$ cat config.mk
export PLATFORM = sky130hd
export DESIGN_NAME = bb3_accum
export DESIGN_NICKNAME = d
export VERILOG_FILES = /design/src/rtl/bb3_pkg.sv /design/src/rtl/bb3_accum.sv
export SDC_FILE = /design/constraint.sdc
export NUM_CORES = 1
export LEC_CHECK = 0
export BUFFER_PORTS_ARGS = -buffer_cell sky130_fd_sc_hd__buf_4
export CORE_ASPECT_RATIO = 0.8
export CORE_MARGIN = 2
export CORE_UTILIZATION = 55
export DETAILED_ROUTE_END_ITERATION = 12
export PLACE_DENSITY = 0.73
export SLEW_MARGIN = 25
export SYNTH_ARGS = -nofsm -noshare
export SYNTH_HDL_FRONTEND = slang
export SYNTH_SLANG_ARGS = --single-unit
$ cat constraint.sdc
create_clock -name aclk -period 6.4 [get_ports aclk]
set_input_delay 0.96 -clock aclk [delete_from_list [all_inputs] [get_ports aclk]]
set_output_delay 0.96 -clock aclk [all_outputs]
set_load 0.005 [all_outputs]
$ cat src/rtl/bb3_pkg.sv
// Shared types and constants for the 3x3 box-blur pixel store.
`timescale 1ns / 1ps
`default_nettype none
package bb3_pkg;

    localparam int STORE_DEPTH = 65536;
    localparam int ADDR_W      = $clog2(STORE_DEPTH);
    localparam int SIZE_W      = ADDR_W + 1;
    localparam int DIM_W       = 13;
    localparam int COORD_W     = 12;
    localparam int PIX_W       = 32;
    localparam int CHAN_W      = 8;
    localparam int NUM_CHAN    = PIX_W / CHAN_W;
    localparam int IDX_W       = COORD_W + DIM_W + 1;
    localparam int NB_W        = (ADDR_W > DIM_W ? ADDR_W : DIM_W) + 2;
    localparam int SUM_W       = 12;
    localparam int RECIP_W     = 13;
    localparam int RECIP_SHIFT = 16;
    localparam int CFG_IDX_W   = 2;
    localparam int CFG_DATA_W  = 32;
    localparam int TAPS        = 9;
    localparam int STEP_W      = 4;

    localparam logic [RECIP_W-1:0]   RECIP_NINE   = 13'd7282;
    localparam logic [DIM_W-1:0]     WIDTH_RESET  = 13'd256;
    localparam logic [DIM_W-1:0]     HEIGHT_RESET = 13'd256;
    localparam logic [CFG_IDX_W-1:0] REG_WIDTH    = 2'd0;
    localparam logic [CFG_IDX_W-1:0] REG_HEIGHT   = 2'd1;
    localparam logic                 FUNC_WRITE   = 1'b0;
    localparam logic                 FUNC_READ    = 1'b1;

    typedef struct packed {
        logic               func;
        logic [COORD_W-1:0] column;
        logic [COORD_W-1:0] row;
        logic [PIX_W-1:0]   write_pixel;
    } in_t;

    typedef struct packed {
        logic [PIX_W-1:0] filtered_pixel;
        logic             position_error;
    } out_t;

    typedef struct packed {
        logic clear;
        logic add;
    } acc_ctl_t;

    typedef enum logic [2:0] {
        ST_IDLE,
        ST_LOCATE,
        ST_DECIDE,
        ST_WALK,
        ST_DRAIN,
        ST_DIVIDE,
        ST_EMIT
    } state_t;

endpackage
`default_nettype wire

$ cat src/rtl/bb3_accum.sv
// Per-channel neighbour sums and divide-by-nine of the box filter.
`timescale 1ns / 1ps
`default_nettype none
module bb3_accum (
    input  wire logic                     aclk,
    input  wire bb3_pkg::acc_ctl_t        ctl,
    input  wire logic [bb3_pkg::PIX_W-1:0] word,
    output logic      [bb3_pkg::PIX_W-1:0] average
);

    localparam int PROD_W = bb3_pkg::SUM_W + bb3_pkg::RECIP_W;

    logic [bb3_pkg::SUM_W-1:0]  sum_reg  [bb3_pkg::NUM_CHAN];
    logic [bb3_pkg::SUM_W-1:0]  sum_next [bb3_pkg::NUM_CHAN];
    logic [bb3_pkg::CHAN_W-1:0] quot_reg [bb3_pkg::NUM_CHAN];
    logic [PROD_W-1:0]          prod     [bb3_pkg::NUM_CHAN];

    always_comb begin
        for (int c = 0; c < bb3_pkg::NUM_CHAN; c++) begin
            if (ctl.clear) begin
                sum_next[c] = '0;
            end else if (ctl.add) begin
                sum_next[c] = sum_reg[c] + bb3_pkg::SUM_W'(word[c*bb3_pkg::CHAN_W +:
                                                               bb3_pkg::CHAN_W]);
            end else begin
                sum_next[c] = sum_reg[c];
            end
            // floor(x/9) for x below 2304: multiply by ceil(2^16/9), keep the top
            prod[c] = PROD_W'(sum_reg[c]) * PROD_W'(bb3_pkg::RECIP_NINE);
        end
    end

    always_ff @(posedge aclk) begin
        for (int c = 0; c < bb3_pkg::NUM_CHAN; c++) begin
            sum_reg[c]  <= sum_next[c];
            quot_reg[c] <= prod[c][bb3_pkg::RECIP_SHIFT +: bb3_pkg::CHAN_W];
        end
    end

    always_comb begin
        for (int c = 0; c < bb3_pkg::NUM_CHAN; c++) begin
            average[c*bb3_pkg::CHAN_W +: bb3_pkg::CHAN_W] = quot_reg[c];
        end
    end

endmodule
`default_nettype wire

==> results of run 1 <==
## power by group
part	internal, W	total, W	switching, W
logic	0.000986	0.00218	0.00120
clock network	0.000393	0.000626	0.000234
registers	0.000594	0.000672	0.0000781
total	0.00197	0.00348	0.00151
## path summary, 6_finish.rpt
| path | cells past startpoint | start | to |
|---|---|---|---|
| worst max-delay path | 17 | sum_reg[2][8]$_SDFFE_PP0P_ | quot_reg[2][6]$_DFF_P_ |
| worst min-delay path | 2 | sum_reg[0][1]$_SDFFE_PP0P_ | sum_reg[0][1]$_SDFFE_PP0P_ |
| worst min register to register | 2 | sum_reg[0][1]$_SDFFE_PP0P_ | sum_reg[0][1]$_SDFFE_PP0P_ |
| worst max register to register | 17 | sum_reg[2][8]$_SDFFE_PP0P_ | quot_reg[2][6]$_DFF_P_ |
## synthesized netlist by cell type (4+ instances only)
| cell | number | area (µm²) |
|---|---|---|
| nor2b_1 | 13 | 81.3 |
| nand4_1 | 9 | 56.3 |
| dfxtp_1 | 80 | 1600 |
| o21a_1 | 5 | 37.5 |
| o21bai_1 | 7 | 52.6 |
| or3_1 | 6 | 37.5 |
| o21ai_0 | 10 | 50.1 |
| o311ai_1 | 4 | 35.0 |
| a211oi_1 | 13 | 97.6 |
| a21oi_1 | 69 | 345 |
| o31a_1 | 5 | 43.8 |
| o21ai_1 | 24 | 120 |
| clkbuf_1 | 11 | 41.3 |
| mux2i_1 | 14 | 140 |
| mux2_1 | 4 | 45.0 |
| o2111ai_1 | 5 | 43.8 |
| nand2b_1 | 5 | 31.3 |
| nand3b_1 | 4 | 30.0 |
| fa_1 | 120 | 2400 |
| a21o_1 | 17 | 128 |
| nand2_1 | 39 | 146 |
| xnor2_1 | 47 | 412 |
| nor2_1 | 59 | 221 |
| xor2_1 | 19 | 166 |
| nand3_1 | 11 | 55.1 |
| inv_1 | 293 | 1100 |
| nor3_1 | 16 | 80.1 |
| ha_1 | 306 | 3830 |
## layout make-up
| cell class | instances | area share [%] |
|---|---|---|
| multi-input cells | 866 | 69.8 |
| well taps | 269 | 2.61 |
| flip-flops and latches | 80 | 12.4 |
| repair buffers | 66 | 3.85 |
| inverters | 297 | 8.65 |
| clock inverters | 5 | 0.806 |
| clock buffers | 11 | 1.88 |
## cell families (layout without fill, tap and decap cells)
family          Yosys count  count (layout)
flops                    80              80
mux                      18              18
xor+xnor                 66              66
compound gates          184             184
fa+ha+maj               426             426
buf+inv                 310             379
simple gates            172             172
## layer usage
layer	routed length, µm	up-vias	global-route usage [%]
met5	0	-	0
met4	222	0	4.49
met3	858	15	3.28
met2	10600	132	36.2
met1	11600	3959	31.1
li1	-	4246	-
## stage by stage
step / setup slack, ns / total power, W / utilization [%] / area, µm²
floorplan: 1.65 / 0.00228 / - / 11800
global placement: 1.42 / 0.00278 / 60.2 / 12500
detailed placement: 1.36 / 0.00285 / 60.2 / 12500
CTS: 1.30 / 0.00352 / 61.9 / 12900
global route: 1.00 / 0.00389 / 61.9 / 12900
finish: 1.27 / 0.00348 / 61.9 / 12900
## critical path: cells and delay by family, from the launching register on
family | cells | cell delay, ns
flops | 1 | 0.58
fa+ha+maj | 6 | 2.62
buf+inv | 4 | 0.21
simple gates | 1 | 0.18
xor+xnor | 1 | 0.13
compound gates | 5 | 1.34
## placed cells by master, fill, tap and decap left out, types with 2 or more instances in the layout
cell	instances
inv_2	3
inv_1	293
nor3_1	16
o21ai_0	10
o21ai_1	24
a21o_1	17
o31a_1	5
dfxtp_1	80
nand3_1	11
a2111oi_0	2
buf_4	66
and2_1	2
or3_1	6
a211oi_1	13
o311ai_1	4
a21oi_1	69
fa_1	120
o31ai_1	2
o21ai_2	2
bufinv_16	3
xor2_1	19
and3_1	3
xnor2_1	47
o22ai_1	2
mux2i_1	14
o211ai_1	2
ha_1	306
nand3b_1	4
nor2_1	59
nand2_1	39
o21bai_1	7
a221o_1	2
o2111ai_1	5
nand2b_1	5
a21boi_1	2
nand4_1	9
o21a_1	5
mux2_1	4
clkbuf_16	9
nor2b_1	13
==> results.json, run 1 <==
{
  "async_reset_ff_share_pct": 0,
  "synth_fa_ha_area_share_pct": 53.0,
  "violations": "DRC",
  "synth_top_family_by_area": "adder cells",
  "slowest_delay_ns": 0.58,
  "cts.sink_count": 80,
  "ff_latch_area_um2": 1600,
  "die_y_um": 135,
  "ys_ff_latch": 80,
  "synthMuxAreaShare_pct": 1.58,
  "root_buffer": "clkbuf_16",
  "holdWs_ns": 0.529,
  "syn_nets": 1717,
  "fp.dieW_um": 167,
  "worst-r2r-setup-slack_ns": 1.27,
  "clock_latency_ns": 0.35,
  "start_kind": "flop",
  "dp_hpwl_mm": 19.6,
  "hold_viol": 0,
  "cts_htree_levels": 3,
  "netlist_area_um2": 11800,
  "io_buffers": 66,
  "drc": 3,
  "cellLeakagePower_nw": 7.37,
  "antenna_left": 0,
  "gr-usage-all-layers_pct": 22.0,
  "drtIter0Drc": 458,
  "areaGrowthSynthToFinish_pct": 9.61,
  "synth_edf_count": 0,
  "num_rows": 47,
  "antenna_found_initial": 0,
  "ir_drop_uv": 150,
  "layout.nets": 1781,
  "grt_remaining_overflow": 0,
  "powerDensity_nw_per_um2": 270,
  "synth_warnings": 0,
  "largest_reg_flops": 48,
  "yosysUniqueCellTypes": 56,
  "cts_made_buffers": 9,
  "finalCriticalPeriod_ns": 5.13,
  "slew_headroom_pct": 53.8,
  "start_util_pct": 56.5,
  "multiInputGateArea_um2": 8990,
  "worstPathMaxFanout": 9,
  "cts_tree": "yes",
  "antennaDiodeCount": 0,
  "synth_xor_area_share_pct": 4.92,
  "clock.fmax_mhz": 195,
  "cts_hold_buffers": 0,
  "cpMaxStageDelayCell": "dfxtp_1",
  "place_inst": 1578,
  "worstMarginPinSlew_ns": 0.692,
  "final_cells": 1594,
  "clock_path_buffers": 2,
  "grt_pass1_wl_mm": 40.1,
  "fillers": 1800,
  "path_class": "flop to flop",
  "post_cts_buffers": 0,
  "setup_violations": 0,
  "dieArea_um2": 22600,
  "syn_inst": 1256,
  "ys_seq_area_share_pct": 13.6,
  "avgSynthCellArea_um2": 9.36,
  "drive_above_1_share_pct": 7.09,
  "clkSlewWorstSetupHoldPaths_ns": 0.07,
  "viasPerCell": 5.24,
  "wl_mm": 23.3,
  "core_um2": 20800,
  "status": "finished, violations left",
  "io_pins": 67,
  "routabilityCongestion": 0.907,
  "hp-class": "flop to flop",
  "first_global_vias": 8532,
  "fin_tns_setup_ns": 0,
  "timing.final.crit_share_pct": 80.1,
  "fin_worst_skew_ns": 0.0140,
  "drv_slew": 0,
  "wl_per_cell_um": 14.6,
  "firstDrtPassIters": 8,
  "post_cts_resized": 0,
  "worstSetupEndpointType": "flop",
  "worstPathArrival_ns": 5.40,
  "ys.flop_type": "dfxtp_1",
  "rsz0062_at_grt": "no",
  "synth_compound_area_share_pct": 10.0,
  "worstPathRequired_ns": 6.67,
  "cap_violations": 0,
  "path_cells": "fa_1 > ha_1 > inv_1 > fa_1 > inv_1 > fa_1 > inv_1 > fa_1 > inv_1 > ha_1 > and2_4 > a221o_1 > a221o_1 > o21ai_2 > o21ai_2 > a41oi_2 > xnor2_1",
  "synth-simple-area-share_pct": 6.96,
  "grt_max_degree": 60,
  "num_vias": 8352
}
Note: power is estimated with default switching activity, not from simulation.
==> inputs of run 2 (changes only) <==
Clock period 6.4 ns to 5.25 ns, I/O delays scaled along.
==> run 2 against run 1 <==
Power grew 18%. First-iteration DRC count shrank 22%. Final cell count grew 0.38%. Critical endpoint unchanged. Cell area is essentially flat. Global-route usage shrank 0.16 points. Count of clock-buffer cells in the layout is the same. Fmax grew 2.1%. Die area is the same. The run still ends with DRC left. Via count shrank 0.44%.
==> results.json, run 2 (synthesis gave the netlist of run 1 again) <==
{
  "status": "finished, violations left",
  "violations": "DRC",
  "num_rows": 47,
  "start_util_pct": 56.5,
  "fp.dieW_um": 167,
  "cp_top_family": "adder cells",
  "routabilityCongestion": 0.886,
  "drv_slew": 0,
  "worstPathArrival_ns": 5.30,
  "core_um2": 20800,
  "use_met3_pct": 2.67,
  "fillers": 1810,
  "layout_setup_ws_ns": 0.230,
  "final_cell_mix": "306 x ha_1, 293 x inv_1, 120 x fa_1",
  "largest_reg_flops": 48,
  "finalCriticalPeriod_ns": 5.02,
  "grt_pass1_wl_mm": 40.1,
  "dieArea_um2": 22600,
  "grt_remaining_overflow": 0,
  "hp-class": "flop to flop",
  "fin_worst_skew_ns": 0.00880,
  "slew_headroom_pct": 54.1,
  "start_kind": "flop",
  "die_y_um": 135,
  "reg2regPathDepth": 19,
  "rsz0062_at_grt": "no",
  "cts_tree": "yes",
  "worstMarginPinSlew_ns": 0.688,
  "cts_made_buffers": 9,
  "cap_violations": 0,
  "path_cells": "inv_1 > fa_1 > inv_1 > ha_1 > inv_1 > fa_1 > inv_1 > fa_1 > inv_1 > fa_1 > inv_1 > ha_1 > and2_4 > a221o_1 > a221o_1 > o21ai_4 > o21ai_2 > a41oi_2 > xnor2_1",
  "worstPathMaxFanout": 6,
  "wl_mm": 22.7,
  "dp_slack_ns": 0.201,
  "worst-r2r-setup-slack_ns": 0.23,
  "clkSlewWorstSetupHoldPaths_ns": 0.07,
  "powerDensity_nw_per_um2": 319,
  "crit_top_cell": "inv_1",
  "cellLeakagePower_nw": 7.37,
  "gr-usage-met1_pct": 32.0,
  "gr-usage-met2_pct": 35.3,
  "areaGrowthSynthToFinish_pct": 9.53,
  "clock_latency_ns": 0.35,
  "grt_busiest_layer": "met2",
  "first_global_vias": 8560,
  "hold_end": "sum_reg[2][1]$_SDFFE_PP0P_",
  "cts_htree_levels": 3,
  "cpMaxStageDelayCell": "fa_1",
  "worstPathRequired_ns": 5.53,
  "final_util_pct": 61.8,
  "hold_viol": 0,
  "fin_tns_setup_ns": 0,
  "timing.final.crit_share_pct": 95.6,
  "antennaDiodeCount": 0,
  "clock_path_buffers": 2,
  "gr-usage-all-layers_pct": 21.8,
  "path_class": "flop to flop",
  "root_buffer": "clkbuf_16",
  "clock.fmax_mhz": 199,
  "slowest_delay_ns": 0.54,
  "drive_above_1_share_pct": 7.59,
  "antenna_found_initial": 0,
  "wl_per_cell_um": 14.2,
  "min_path_cells": 2,
  "dp_hpwl_mm": 19.3,
  "worstSetupEndpointType": "flop",
  "io_buffers": 66,
  "cts.sink_count": 80,
  "grt_max_degree": 60,
  "regToRegStartpoint": "sum_reg[2][1]$_SDFFE_PP0P_",
  "io_pins": 67,
  "num_vias": 8315,
  "drc": 3,
  "min_from": "sum_reg[2][1]$_SDFFE_PP0P_",
  "r2r-end": "quot_reg[2][6]$_DFF_P_",
  "firstDrtPassIters": 8,
  "antenna_left": 0,
  "mostFrequentLayoutCell": "ha_1",
  "ir_drop_uv": 201,
  "drtIter0Drc": 356,
  "setup_violations": 0,
  "layout.nets": 1787,
  "crit_buf_inv": 6,
  "viasPerCell": 5.20
}
## run 2: changes by cell type in the layout (fill, tap and decap cells not counted), sizes merged
| cell | before | now |
|---|---|---|
| buf | 66 | 72 |
| bufinv | 3 | 0 |
| clkinv | 3 | 5 |
| clkinvlp | 0 | 1 |
## run 2: layer usage
layer | share of wire [%] | up-vias
met2 | 45 | 111
met4 | 0.70 | 0
met5 | 0 | -
met3 | 3.6 | 8
met1 | 51 | 3925
li1 | - | 4271
## run 2: final cells by class
class | instances | area [µm²] | share of cell area [%]
clock buffers | 11 | 253 | 1.96
well taps | 269 | 337 | 2.61
repair buffers | 72 | 541 | 4.20
multi-input cells | 866 | 9000 | 69.9
flip-flops and latches | 80 | 1600 | 12.4
inverters | 297 | 1110 | 8.66
clock inverters | 5 | 31.3 | 0.243
## run 2: timing repair
action / 4_1_cts / 5_1_grt
hold endpoints to repair: 0 / 0
endpoints found under the setup margin: 0 / 2
buffers inserted: 0 / 0
hold buffers: 0 / 0
resized for setup: 0 / 1
## run 2: worst max-delay path by stage
| stage | start | to | cells past startpoint |
|---|---|---|---|
| after floorplan | sum_reg[2][1]$_SDFFE_PP0P_ | quot_reg[2][6]$_DFF_P_ | 19 |
| after global placement | sum_reg[2][1]$_SDFFE_PP0P_ | quot_reg[2][6]$_DFF_P_ | 19 |
| after detailed placement | sum_reg[2][1]$_SDFFE_PP0P_ | quot_reg[2][6]$_DFF_P_ | 19 |
| after CTS | sum_reg[2][1]$_SDFFE_PP0P_ | quot_reg[2][6]$_DFF_P_ | 19 |
| after global routing | sum_reg[0][1]$_SDFFE_PP0P_ | quot_reg[0][5]$_DFF_P_ | 17 |
| final | sum_reg[2][1]$_SDFFE_PP0P_ | quot_reg[2][6]$_DFF_P_ | 19 |
## run 2: worst min-delay path: stages, from the launching register on
cell,delay (ns)
dfxtp_1,0.35
nor2_1,0.09
a211oi_1,0.05
## run 2: per-stage QoR
step | hold slack (ns) | instance area, µm² | power (W) | std cells
6_report | 0.538 | 12900 | 0.00410 | 1600
5_1_grt | 0.584 | 12900 | 0.00462 | 1600
4_1_cts | 0.527 | 12900 | 0.00416 | 1600
3_5_place_dp | 0.518 | 12600 | 0.00346 | 1584
3_3_place_gp | 0.506 | 12600 | 0.00339 | 1584
2_1_floorplan | 0.487 | 11800 | 0.00278 | 1256
## run 2: where the power goes
group	total [W]	internal (W)	switching [W]
Clock	0.000641	0.000346	0.000295
Combinational	0.00265	0.00120	0.00145
Sequential	0.000811	0.000724	0.0000868
